===== src/sv/es2c_pkg.sv =====
// ----------------------------------------------------------------------------
// es2c_pkg
// Shared constants and the pipeline payload type for the epoch seconds to
// UTC calendar converter.
// ----------------------------------------------------------------------------
package es2c_pkg;

    // Number of register stages in the conversion pipeline
    localparam int NUM_STAGES = 9;

    // Reciprocal for (seconds >> 7) / 675, i.e. seconds / 86400
    localparam logic [22:0] DAY_RECIP   = 23'd6362914;
    localparam logic [9:0]  DAY_DIV     = 10'd675;

    // Reciprocal for (sec_of_day >> 4) / 225, i.e. sec_of_day / 3600
    localparam logic [8:0]  HOUR_RECIP  = 9'd291;
    localparam logic [16:0] SECS_HOUR   = 17'd3600;

    // Reciprocal for (sec_of_hour >> 2) / 15, i.e. sec_of_hour / 60
    localparam logic [12:0] MIN_RECIP   = 13'd4369;
    localparam logic [11:0] SECS_MIN    = 12'd60;

    // Weekday: day 0 was a Thursday, so (days + 4) mod 7
    localparam logic [15:0] WDAY_OFS    = 16'd4;
    localparam logic [16:0] WEEK_RECIP  = 17'd74898;
    localparam logic [15:0] WEEK_DAYS   = 16'd7;

    // Year estimate: days / 365.25 scaled by 2^24
    localparam logic [15:0] YEAR_RECIP  = 16'd45934;
    localparam logic [16:0] YEAR_DAYS   = 17'd365;
    // Year offsets from 1970: 1900 base and the non-leap century 2100
    localparam logic [7:0]  YEAR_BASE   = 8'd70;
    localparam logic [7:0]  CENT_2100   = 8'd130;

    // First day of each month in a common year
    localparam logic [8:0] MONTH_START [12] = '{
        9'd0,   9'd31,  9'd59,  9'd90,  9'd120, 9'd151,
        9'd181, 9'd212, 9'd243, 9'd273, 9'd304, 9'd334
    };

    // Payload carried down the pipeline; each stage fills its own fields
    typedef struct packed {
        logic [24:0] x;
        logic [6:0]  lo7;
        logic [15:0] q;
        logic [25:0] prod;
        logic [15:0] days;
        logic [16:0] in_day;
        logic [4:0]  h;
        logic [15:0] dp4;
        logic [13:0] q7;
        logic [7:0]  yest;
        logic [16:0] hprod;
        logic [15:0] wprod;
        logic [15:0] d0;
        logic [15:0] d1;
        logic [15:0] d2;
        logic [4:0]  hour;
        logic [11:0] hr_rem;
        logic [2:0]  wday;
        logic [7:0]  ys1900;
        logic [8:0]  yday;
        logic        leap;
        logic [5:0]  mest;
        logic [3:0]  mon;
        logic [11:0] mprod;
        logic [4:0]  mday;
        logic [5:0]  minute;
        logic [5:0]  second;
    } pipe_t;

endpackage


===== src/sv/es2c_pipe_ctl.sv =====
// ----------------------------------------------------------------------------
// es2c_pipe_ctl
// Valid tracking and per-stage load enables for the conversion pipeline.
// A stage loads when it is empty or the stage after it is loading, so
// bubbles collapse and a stall at the output holds every occupied stage.
// ----------------------------------------------------------------------------
module es2c_pipe_ctl
(
    input  logic                              clk,
    input  logic                              rst_n,
    input  logic                              src_valid,
    output logic                              src_ready,
    output logic                              dst_valid,
    input  logic                              dst_ready,
    output logic [es2c_pkg::NUM_STAGES-1:0]   stage_en
);

    localparam int LAST = es2c_pkg::NUM_STAGES - 1;

    logic [es2c_pkg::NUM_STAGES-1:0] v_reg;
    logic [es2c_pkg::NUM_STAGES-1:0] v_next;
    logic [es2c_pkg::NUM_STAGES-1:0] en_c;

    // Load enables ripple back from the output
    always_comb
    begin
        en_c[LAST] = !v_reg[LAST] || dst_ready;
        for (int k = LAST - 1; k >= 0; k--)
        begin
            en_c[k] = !v_reg[k] || en_c[k+1];
        end
    end

    // Valid bits move with the data
    always_comb
    begin
        v_next[0] = en_c[0] ? src_valid : v_reg[0];
        for (int k = 1; k <= LAST; k++)
        begin
            v_next[k] = en_c[k] ? v_reg[k-1] : v_reg[k];
        end
    end

    always_ff @(posedge clk or negedge rst_n)
    begin
        if (!rst_n)
        begin
            v_reg <= '0;
        end
        else
        begin
            v_reg <= v_next;
        end
    end

    assign stage_en  = en_c;
    assign src_ready = en_c[0];
    assign dst_valid = v_reg[LAST];

`ifndef ASSERT_OFF
    // Items in flight change only by transfers at the two ends
    a_occupancy: assert property (@(posedge clk) disable iff (!rst_n)
        $past(rst_n) |->
        ($countones(v_reg) == $past($countones(v_reg))
            + ($past(src_valid && src_ready) ? 1 : 0)
            - ($past(dst_valid && dst_ready) ? 1 : 0)))
        else $error("pipeline occupancy does not match transfers");

    // Input is refused only when every stage holds an item
    a_full_block: assert property (@(posedge clk) disable iff (!rst_n)
        !src_ready |-> (&v_reg))
        else $error("input blocked while a stage is empty");

    // A stalled result holds every stage behind it
    a_stall_hold: assert property (@(posedge clk) disable iff (!rst_n)
        (&v_reg) && !dst_ready |=> (&v_reg))
        else $error("full pipeline lost an item under stall");
`endif

endmodule


===== src/sv/epoch_seconds_to_calendar.sv =====
// ----------------------------------------------------------------------------
// epoch_seconds_to_calendar
// Converts an unsigned 32-bit count of seconds since 1970-01-01 00:00:00 UTC
// into broken-down UTC calendar fields (Gregorian leap rule).
// ----------------------------------------------------------------------------
// Usage:
//   Input channel: epoch_seconds with src_valid / src_ready. A transfer
//   happens on a rising clk edge with both high.
//   Output channel: second, minute, hour, weekday, years_since_1900,
//   day_of_year, month, month_day with dst_valid / dst_ready.
//   Pipeline: nine register stages (day split, hour/weekday/year estimates
//   and their corrections, month search, minute split).
//   Throughput: one item per cycle while the output is not stalled; every stage is about one multiply deep.
//   Reset (rst_n low, asynchronous) empties the pipeline; the block keeps
//   no other state and has no configuration.
//   When the receiver holds dst_ready low, the result stays on the output
//   ports and items pile up behind it; src_ready drops only once all nine
//   stages are occupied. Nothing is dropped or repeated.
// ----------------------------------------------------------------------------
module epoch_seconds_to_calendar
(
    input  logic        clk,
    input  logic        rst_n,
    input  logic        src_valid,
    output logic        src_ready,
    input  logic [31:0] epoch_seconds,
    output logic        dst_valid,
    input  logic        dst_ready,
    output logic [5:0]  second,
    output logic [5:0]  minute,
    output logic [4:0]  hour,
    output logic [2:0]  weekday,
    output logic [7:0]  years_since_1900,
    output logic [8:0]  day_of_year,
    output logic [3:0]  month,
    output logic [4:0]  month_day
);

    localparam int LAST = es2c_pkg::NUM_STAGES - 1;

    es2c_pkg::pipe_t s_reg  [es2c_pkg::NUM_STAGES];
    es2c_pkg::pipe_t s_next [es2c_pkg::NUM_STAGES];

    logic [es2c_pkg::NUM_STAGES-1:0] stage_en;

    logic [47:0] p_day;
    logic [21:0] p_hour;
    logic [15:0] dp4_c;
    logic [32:0] p_week;
    logic [31:0] p_year;
    logic [22:0] p_min;
    logic [10:0] r_day;
    logic [16:0] r_hour;
    logic [15:0] r_wday;
    logic [11:0] r_min;
    logic [7:0]  yc0;
    logic [7:0]  yc2;
    logic [3:0]  mon_c;

    // Days before year 1970 + c: 365c + leap days since 1972, less 2100
    function automatic logic [15:0] year_start(input logic [7:0] c);
        logic [16:0] acc;
        logic [8:0]  lp;
        acc = 17'(c) * es2c_pkg::YEAR_DAYS;
        lp  = (9'(c) + 9'd1) >> 2;
        acc = acc + 17'(lp);
        if (c > es2c_pkg::CENT_2100)
        begin
            acc = acc - 17'd1;
        end
        return acc[15:0];
    endfunction

    // First day of month m, one later from March on in a leap year
    function automatic logic [8:0] month_start(input logic [3:0] m, input logic lp);
        logic [8:0] st;
        st = es2c_pkg::MONTH_START[m];
        if (lp && (m >= 4'd2))
        begin
            st = st + 9'd1;
        end
        return st;
    endfunction

    // Handshake and stage enables
    es2c_pipe_ctl u_ctl
    (
        .clk       (clk),
        .rst_n     (rst_n),
        .src_valid (src_valid),
        .src_ready (src_ready),
        .dst_valid (dst_valid),
        .dst_ready (dst_ready),
        .stage_en  (stage_en)
    );

    // Arithmetic taps per stage
    assign p_day  = 48'(epoch_seconds[31:7]) * 48'(es2c_pkg::DAY_RECIP);
    assign r_day  = 11'(s_reg[1].x - s_reg[1].prod[24:0]);
    assign p_hour = 22'(s_reg[2].in_day[16:4]) * 22'(es2c_pkg::HOUR_RECIP);
    assign dp4_c  = s_reg[2].days + es2c_pkg::WDAY_OFS;
    assign p_week = 33'(dp4_c) * 33'(es2c_pkg::WEEK_RECIP);
    assign p_year = 32'(s_reg[2].days) * 32'(es2c_pkg::YEAR_RECIP);
    assign r_hour = s_reg[4].in_day - s_reg[4].hprod;
    assign r_wday = s_reg[4].dp4 - s_reg[4].wprod;
    assign yc0    = s_reg[4].yest - 8'd1;
    assign yc2    = s_reg[4].yest + 8'd1;
    assign p_min  = 23'(s_reg[5].hr_rem[11:2]) * 23'(es2c_pkg::MIN_RECIP);
    assign r_min  = s_reg[7].hr_rem - s_reg[7].mprod;

    // Month: last month whose first day is not after the day of year
    always_comb
    begin
        mon_c = 4'd0;
        for (int k = 1; k < 12; k++)
        begin
            if (s_reg[5].yday >= month_start(4'(k), s_reg[5].leap))
            begin
                mon_c = 4'(k);
            end
        end
    end

    // Next value of each stage
    always_comb
    begin
        // Stage 0: day count estimate
        s_next[0]     = '0;
        s_next[0].x   = epoch_seconds[31:7];
        s_next[0].lo7 = epoch_seconds[6:0];
        s_next[0].q   = p_day[47:32];

        // Stage 1: back-multiply the estimate
        s_next[1]      = s_reg[0];
        s_next[1].prod = 26'(s_reg[0].q) * 26'(es2c_pkg::DAY_DIV);

        // Stage 2: correct day count, form seconds of day
        s_next[2] = s_reg[1];
        if (r_day >= 11'(es2c_pkg::DAY_DIV))
        begin
            s_next[2].days   = s_reg[1].q + 16'd1;
            s_next[2].in_day = {10'(r_day - 11'(es2c_pkg::DAY_DIV)), s_reg[1].lo7};
        end
        else
        begin
            s_next[2].days   = s_reg[1].q;
            s_next[2].in_day = {r_day[9:0], s_reg[1].lo7};
        end

        // Stage 3: hour, weekday and year estimates
        s_next[3]      = s_reg[2];
        s_next[3].h    = p_hour[20:16];
        s_next[3].dp4  = dp4_c;
        s_next[3].q7   = p_week[32:19];
        s_next[3].yest = p_year[31:24];

        // Stage 4: back-multiplies and candidate year starts
        s_next[4]       = s_reg[3];
        s_next[4].hprod = 17'(s_reg[3].h) * es2c_pkg::SECS_HOUR;
        s_next[4].wprod = 16'(s_reg[3].q7) * es2c_pkg::WEEK_DAYS;
        s_next[4].d0    = year_start(s_reg[3].yest - 8'd1);
        s_next[4].d1    = year_start(s_reg[3].yest);
        s_next[4].d2    = year_start(s_reg[3].yest + 8'd1);

        // Stage 5: correct hour and weekday, pick the year
        s_next[5] = s_reg[4];
        if (r_hour >= es2c_pkg::SECS_HOUR)
        begin
            s_next[5].hour   = s_reg[4].h + 5'd1;
            s_next[5].hr_rem = 12'(r_hour - es2c_pkg::SECS_HOUR);
        end
        else
        begin
            s_next[5].hour   = s_reg[4].h;
            s_next[5].hr_rem = r_hour[11:0];
        end
        if (r_wday >= es2c_pkg::WEEK_DAYS)
        begin
            s_next[5].wday = 3'(r_wday - es2c_pkg::WEEK_DAYS);
        end
        else
        begin
            s_next[5].wday = r_wday[2:0];
        end
        if (s_reg[4].days < s_reg[4].d1)
        begin
            s_next[5].ys1900 = yc0 + es2c_pkg::YEAR_BASE;
            s_next[5].yday   = 9'(s_reg[4].days - s_reg[4].d0);
            s_next[5].leap   = (yc0[1:0] == 2'd2) && (yc0 != es2c_pkg::CENT_2100);
        end
        else if (s_reg[4].days >= s_reg[4].d2)
        begin
            s_next[5].ys1900 = yc2 + es2c_pkg::YEAR_BASE;
            s_next[5].yday   = 9'(s_reg[4].days - s_reg[4].d2);
            s_next[5].leap   = (yc2[1:0] == 2'd2) && (yc2 != es2c_pkg::CENT_2100);
        end
        else
        begin
            s_next[5].ys1900 = s_reg[4].yest + es2c_pkg::YEAR_BASE;
            s_next[5].yday   = 9'(s_reg[4].days - s_reg[4].d1);
            s_next[5].leap   = (s_reg[4].yest[1:0] == 2'd2)
                               && (s_reg[4].yest != es2c_pkg::CENT_2100);
        end

        // Stage 6: minute estimate, month search
        s_next[6]      = s_reg[5];
        s_next[6].mest = p_min[21:16];
        s_next[6].mon  = mon_c;

        // Stage 7: minute back-multiply, day of month
        s_next[7]       = s_reg[6];
        s_next[7].mprod = 12'(s_reg[6].mest) * es2c_pkg::SECS_MIN;
        s_next[7].mday  = 5'(s_reg[6].yday - month_start(s_reg[6].mon, s_reg[6].leap)
                             + 9'd1);

        // Stage 8: correct minute, seconds remain
        s_next[8] = s_reg[7];
        if (r_min >= es2c_pkg::SECS_MIN)
        begin
            s_next[8].minute = s_reg[7].mest + 6'd1;
            s_next[8].second = 6'(r_min - es2c_pkg::SECS_MIN);
        end
        else
        begin
            s_next[8].minute = s_reg[7].mest;
            s_next[8].second = r_min[5:0];
        end
    end

    // Payload stages load on their enable
    always_ff @(posedge clk)
    begin
        for (int k = 0; k < es2c_pkg::NUM_STAGES; k++)
        begin
            if (stage_en[k])
            begin
                s_reg[k] <= s_next[k];
            end
        end
    end

    // Result fields
    assign second           = s_reg[LAST].second;
    assign minute           = s_reg[LAST].minute;
    assign hour             = s_reg[LAST].hour;
    assign weekday          = s_reg[LAST].wday;
    assign years_since_1900 = s_reg[LAST].ys1900;
    assign day_of_year      = s_reg[LAST].yday;
    assign month            = s_reg[LAST].mon;
    assign month_day        = s_reg[LAST].mday;

`ifndef ASSERT_OFF
    // Time-of-day corrections left every field in range
    a_time_range: assert property (@(posedge clk) disable iff (!rst_n)
        dst_valid |-> (second < 6'd60) && (minute < 6'd60) && (hour < 5'd24)
                      && (weekday < 3'd7))
        else $error("time of day field out of range");

    // Year and month selection left the date in range
    a_date_range: assert property (@(posedge clk) disable iff (!rst_n)
        dst_valid |-> (month < 4'd12) && (month_day != 5'd0)
                      && (day_of_year < 9'd366) && (years_since_1900 >= 8'd70))
        else $error("calendar field out of range");

    // The last day of a leap year is the 31st of December
    a_year_end: assert property (@(posedge clk) disable iff (!rst_n)
        dst_valid && (day_of_year == 9'd365) |-> (month == 4'd11) && (month_day == 5'd31))
        else $error("day 365 not on December 31");
`endif

endmodule

===== config.mk =====
export PLATFORM = sky130hd
export DESIGN_NAME = epoch_seconds_to_calendar
export DESIGN_NICKNAME = d
export VERILOG_FILES = /design/src/sv/es2c_pkg.sv /design/src/sv/es2c_pipe_ctl.sv /design/src/sv/epoch_seconds_to_calendar.sv
export SDC_FILE = /design/constraint.sdc
export NUM_CORES = 2
export LEC_CHECK = 0
export BUFFER_PORTS_ARGS = -buffer_cell sky130_fd_sc_hd__buf_2
export CAP_MARGIN = 30
export CORE_MARGIN = 2
export CORE_UTILIZATION = 60
export CTS_CLUSTER_DIAMETER = 80
export DETAILED_ROUTE_END_ITERATION = 16
export GPL_TIMING_DRIVEN = 0
export PLACE_DENSITY = 0.77
export SYNTH_ARGS = -nofsm -noshare
export SYNTH_HDL_FRONTEND = slang
export SYNTH_HIERARCHICAL = 1
export SYNTH_SLANG_ARGS = --single-unit

===== constraint.sdc =====
create_clock -name clk -period 7 [get_ports clk]
set_input_delay 1.05 -clock clk [delete_from_list [all_inputs] [get_ports clk]]
set_output_delay 1.05 -clock clk [all_outputs]
set_load 0.1 [all_outputs]

# Yosys cells after proc, flatten, opt, wreduce, memory -nomap -nowiden
# Memory sizes are Yosys's and may differ from the RTL's.
# Cells that the tools add are included.
# totals
regBits	9
ram_bits	2772
rom_bits	144
inputBits	36
out_inout_bits	48
n_memories	2
# mem_list
name	words	word_bits	read_ports	rd_clocked_by_memory_dff	wr	line_no	source
s_reg	9	308	9	0	9	epoch_seconds_to_calendar.sv:41	es2c_pkg::pipe_t s_reg [es2c_pkg::NUM_STAGES];
(name not given)	16	9	1	0	0	epoch_seconds_to_calendar.sv:77	st = es2c_pkg::MONTH_START[m];
# classes
add_sub_neg	34
n_mul	12
magnitude_cmp	22
eq_ne	6
mux	51
bitwise_logic	1
reduce_logical	22
# ops
operator	n
9-bit greater-or-equal comparator	10
16-bit by 7-bit adder with 16-bit output	3
8-bit by 9-bit multiplier with 16-bit output, second input constant	3
16-bit two-way mux	3
16-bit by 1-bit subtractor with 16-bit output, second input constant	3
25-bit by 22-bit multiplier with 47-bit output, second input constant	1
18-bit two-way mux	2
33-bit two-way mux	1
16-bit by 16-bit multiplier with 32-bit output, second input constant	1
16-bit by 15-bit multiplier with 31-bit output, second input constant	1
8-bit by 1-bit adder with 9-bit output, second input constant	3
9-bit subtractor	3
16-bit by 10-bit multiplier with 26-bit output, second input constant	1
8-bit by 7-bit adder with 8-bit output, second input constant	3
8-bit > comparator, second input constant	3
1-bit two-way mux	24
8-bit inequality test, second input constant	3
10-bit by 13-bit multiplier with 22-bit output, second input constant	1
13-bit by 9-bit multiplier with 21-bit output, second input constant	1
3-bit two-way mux	7
4-bit two-way mux	5
17-bit by 12-bit greater-or-equal comparator with 1-bit output, second input constant	1
17-bit two-way mux	1
17-bit subtractor	1
other kinds (33)	63

# Logic depth before layout (Yosys ltp)
# An unclocked memory read counts as a cell.
# depth
ltp_word	13
mapped_depth	26

# Modules after synthesis
# Netlist, hierarchy kept.
# modules_own_cells
module	n_inst	cells_per_inst	area_each_um2	seq_area_each_um2
epoch_seconds_to_calendar	1	3903	45725.1	15074.5
es2c_pipe_ctl	1	33	397.9	225.2

# Worst setup path after synthesis
# Ideal clock, no wire load.
# synth_path
kind	input to register
from	in epoch_seconds[10]
to	mem s_reg[0][15] (netlist name), data pin
setup_time_ns	0.260
arrival_time_ns	6.289
required_time_ns	6.740
setup_slack_ns	0.451
cell_stages	22
n_path_buf	0
path_cell_list	ha_1 -> ha_1 -> inv_1 -> fa_1 -> inv_1 -> fa_1 -> inv_1 -> fa_1 -> inv_1 -> fa_1 -> ha_1 -> ha_1 -> nand4_1 -> nor4_1 -> nand3_1 -> a2111oi_2 -> o22ai_1 -> o21a_1 -> o211ai_1 -> a31oi_1 -> o21bai_1 -> xnor2_1
# synth_rtl
item	line_no	source
from (decl)	epoch_seconds_to_calendar.sv:26	input logic [31:0] epoch_seconds,
to (decl)	epoch_seconds_to_calendar.sv:41	

==> results.env <==
OUTCOME='finished clean'
SYNTH.TOP_CELLS.BY_AREA='edfxtp_1 33%, ha_1 24%, fa_1 17%'
SYNTH_FP_NETS=5262
ROUTE.FINAL.WIRE_LENGTH_MM=85.2
SYN_INST=3936
FINAL.MIN_CLOCK_PERIOD_NS=6.69
WORST-PATH-MAX-FANOUT=6
CORE_REGION_AREA_MM2=0.0761
NUMCTSBUFFERS=53
MET2_WIRELENGTH_MM=41.7
CTS_TREE='done'
WORST_SLEW_MARGIN_REL_PCT=40.4
PATH_CLASS='reg2reg'
LARGEST_REGISTER_FFS=502
POST_SYNTH.CELL_AREA_AVG_UM2=11.7
POST-PLACE-CELLS=5063
MET1_LENGTH_MM=38.1
POSTROUTEANTENNANETS=0
HTREE_DEPTH=2
FINAL-MAX-SLEW-VIOLATION-COUNT=0
NUMBER_OF_FLOPS_MAPPED_TO_ENABLE_CELLS_BY_YOSYS=502
FILLERINSTANCES=5569
PORT-BUFFER-COUNT=83
MAXIMUM_NUMBER_OF_PINS_ON_ONE_NET_BEFORE_GLOBAL_ROUTE_REPAIR=66
RR_WORST_DEPTH=18
WORSTSETUPSTARTPOINT='s_reg[0][577]$_DFFE_PP_'
CTSROOTBUFFERMASTER='clkbuf_16'
WORST_SLACK_NS=0.312
CHIPHEIGHT_UM=281
FINALNETCOUNT=5438
YS.FLOP_TYPE='edfxtp_1'
DRT-PASS1-ITER-COUNT=5
WORST_R2R_ENDPOINT='s_reg[0][842]$_DFFE_PP_'
MAPPEDNETLISTAREA_MM2=0.0461
DETAIL_ROUTE.DRC_VIOLATIONS=0
YOSYSWARNINGCOUNT=6
ACHIEVABLE-FREQUENCY_MHz=150
NUMBER_OF_CELL_ROWS=101
GROUTE.USAGE.OVERALL_PCT=22.7
MET3_LENGTH_MM=3.43
CRIT-REG2REG-LAUNCH='s_reg[0][577]$_DFFE_PP_'
YS_SEQ_AREA_SHARE_PCT=33.2
CTS-ROOT-TO-SINK-BUFFERS=3
WL_PER_CELL_UM=16.4
GRT_PASS1_WL_MM=144
CLKLATENCYLATEPIN_NS=0.61
GLOBALPLACE.CONGESTION=0.895
TOPROUTINGLAYERUSED='met4'
PLACED_INSTANCE_AREA_MM2=0.0481
SYNTHDISTINCTLIBCELLS=86
TIMING.CRITICAL_PATH.REQUIRED_NS=7.34
DIEAREA_MM2=0.0791
TIMING_HOLD_VIOLATIONS_FINAL=0
GRT.OVERFLOW.TOTAL=0
YOSYS_REGISTER_BITS=511
TIMING.CRITICAL_PATH.ARRIVAL_NS=7.02
MIN-DELAY-PATH-CLASS='in2async'
START_KIND='flop'
LAYOUT_COMMON_CELLS='901 x ha_1, 793 x inv_1, 502 x edfxtp_1'
FINAL-INSTANCE-COUNT-EXCL-FILL=5188
R2R_SLACK_NS=0.31
CLOCK-SKEW-FINAL_NS=0.0190
CRITPATHCAPTURETYPE='flop'
ROUTE.VIAS.TOTAL=28200
FINAL_CELL_AREA_MM2=0.0503
MAX_SLEW.WORST_PIN.SLEW_NS=0.890
SYNTH_TOP_AREA_SHARE_PCT=32.7
GRT_PASS1_VIAS=29400
FINALSETUPVIOLATIONS=0
ANTENNA_FOUND_INITIAL=0
START_UTIL_PCT=60.6
LAYOUT.CELLS.MOST_COMMON='ha_1'
DIE_EXTENT_IN_X_UM=281
AVGVIACOUNTPERCELL=5.45
DP_HPWL_MM=68.8
FINAL_LAYOUT_SIZE_SUFFIX_GT1_SHARE_PCT=6.57
MIN_PERIOD_OVER_PERIOD_PCT=95.5
PATH_CLK_SLEW_NS=0.06
DR.FIRST_ITER.DRC_COUNT=1577
CLOCK_SINKS=511
CAP_VIOL_MAX_COUNT=0
RELATIVE_AREA_CHANGE_FROM_SYNTHESIS_TO_FINAL_LAYOUT_PCT=9.16
IOPINCOUNT=84
ASYNCSETRESETFLOPFRACSYNTH_PCT=1.76
YOSYSTOPAREACELL='edfxtp_1'
DETAILEDPLACE.WORSTSLACK_NS=-0.608
## synth_stat cells (26+ instances only)
master      n
nor3_1     54
xnor2_1   213
a21oi_1   140
o21ai_0    71
fa_1      387
o21bai_1   29
edfxtp_1  502
o21ai_1    28
nor2_1    124
ha_1      903
nor2b_1    26
a21o_1     68
inv_1     796
xor2_1     84
nand3_1    38
nand2_1    98
## kinds of logic after synthesis
logic type	count (synthesis)	share of synthesized area, %
AOI/OAI and AO/OA	503	7.16
adders and majority gates	1290	41.3
xor gates and xnor gates	297	5.64
muxes	23	0.521
DFF	511	33.2
buffers and inverters	823	6.77
and+or+nand+nor	489	5.44
## layout make-up
type | count | area [µm²] | area share, %
antenna | 1 | 2.50 | 0.00497
timing repair buffer | 121 | 841 | 1.67
clock buffer | 57 | 1360 | 2.71
inverter | 799 | 3000 | 5.96
clock inverter | 43 | 519 | 1.03
sequential | 511 | 15300 | 30.4
buffer | 24 | 124 | 0.246
multi-input combinational | 2602 | 27900 | 55.4
tap | 1030 | 1290 | 2.56
## per-layer routing
metal | vias up | global-route usage [%]
li1 | 13800 | -
met1 | 13800 | 30.6
met2 | 513 | 39.3
met3 | 133 | 2.61
met4 | 0 | 5.82
met5 | - | 0
## worst max-delay path: stages (launching register included)
cell      delay [ns]
edfxtp_1        0.51
buf_4           0.20
ha_1            0.28
and3_1          0.23
xnor2_1         0.70
ha_1            0.40
ha_1            0.34
fa_1            0.51
fa_1            0.53
fa_1            0.49
ha_1            0.32
o211ai_1        0.09
o32ai_1         0.63
a21oi_1         0.20
a21oi_1         0.42
o311a_1         0.26
o21a_1          0.13
nor2_1          0.05
xnor2_1         0.12
## through the flow
step                      util [%]  hold slack (ns)   TNS, ns
final                         66.2            0.295         0
after global routing          66.2            0.293  -0.00800
after CTS                     65.9            0.272         0
after detailed placement      63.2            0.405     -5.62
after global placement        62.9            0.401    -58.85
after floorplan                  -            0.400         0
## worst max path at each step
stage	end	slack, ns	depth (start not counted)
2_1_floorplan	s_reg[0][15]$_DFFE_PP_	0.45	22
3_3_place_gp	s_reg[0][15]$_DFFE_PP_	-0.54	23
3_5_place_dp	s_reg[0][15]$_DFFE_PP_	-0.61	23
4_1_cts	s_reg[0][15]$_DFFE_PP_	0.003	23
5_1_grt	s_reg[0][842]$_DFFE_PP_	-0.008	18
6_report	s_reg[0][842]$_DFFE_PP_	0.31	18
## timing repair
item                                    CTS  global route
gates cloned                              0             0
endpoints found under the setup margin   10            16
setup buffers                            13            11
gates resized for setup                   6            24
hold buffers                              0             0
Power is left out: the tool's default activity adds up to more than one toggle a clock period on the data nets, which glitch-free logic cannot reach.
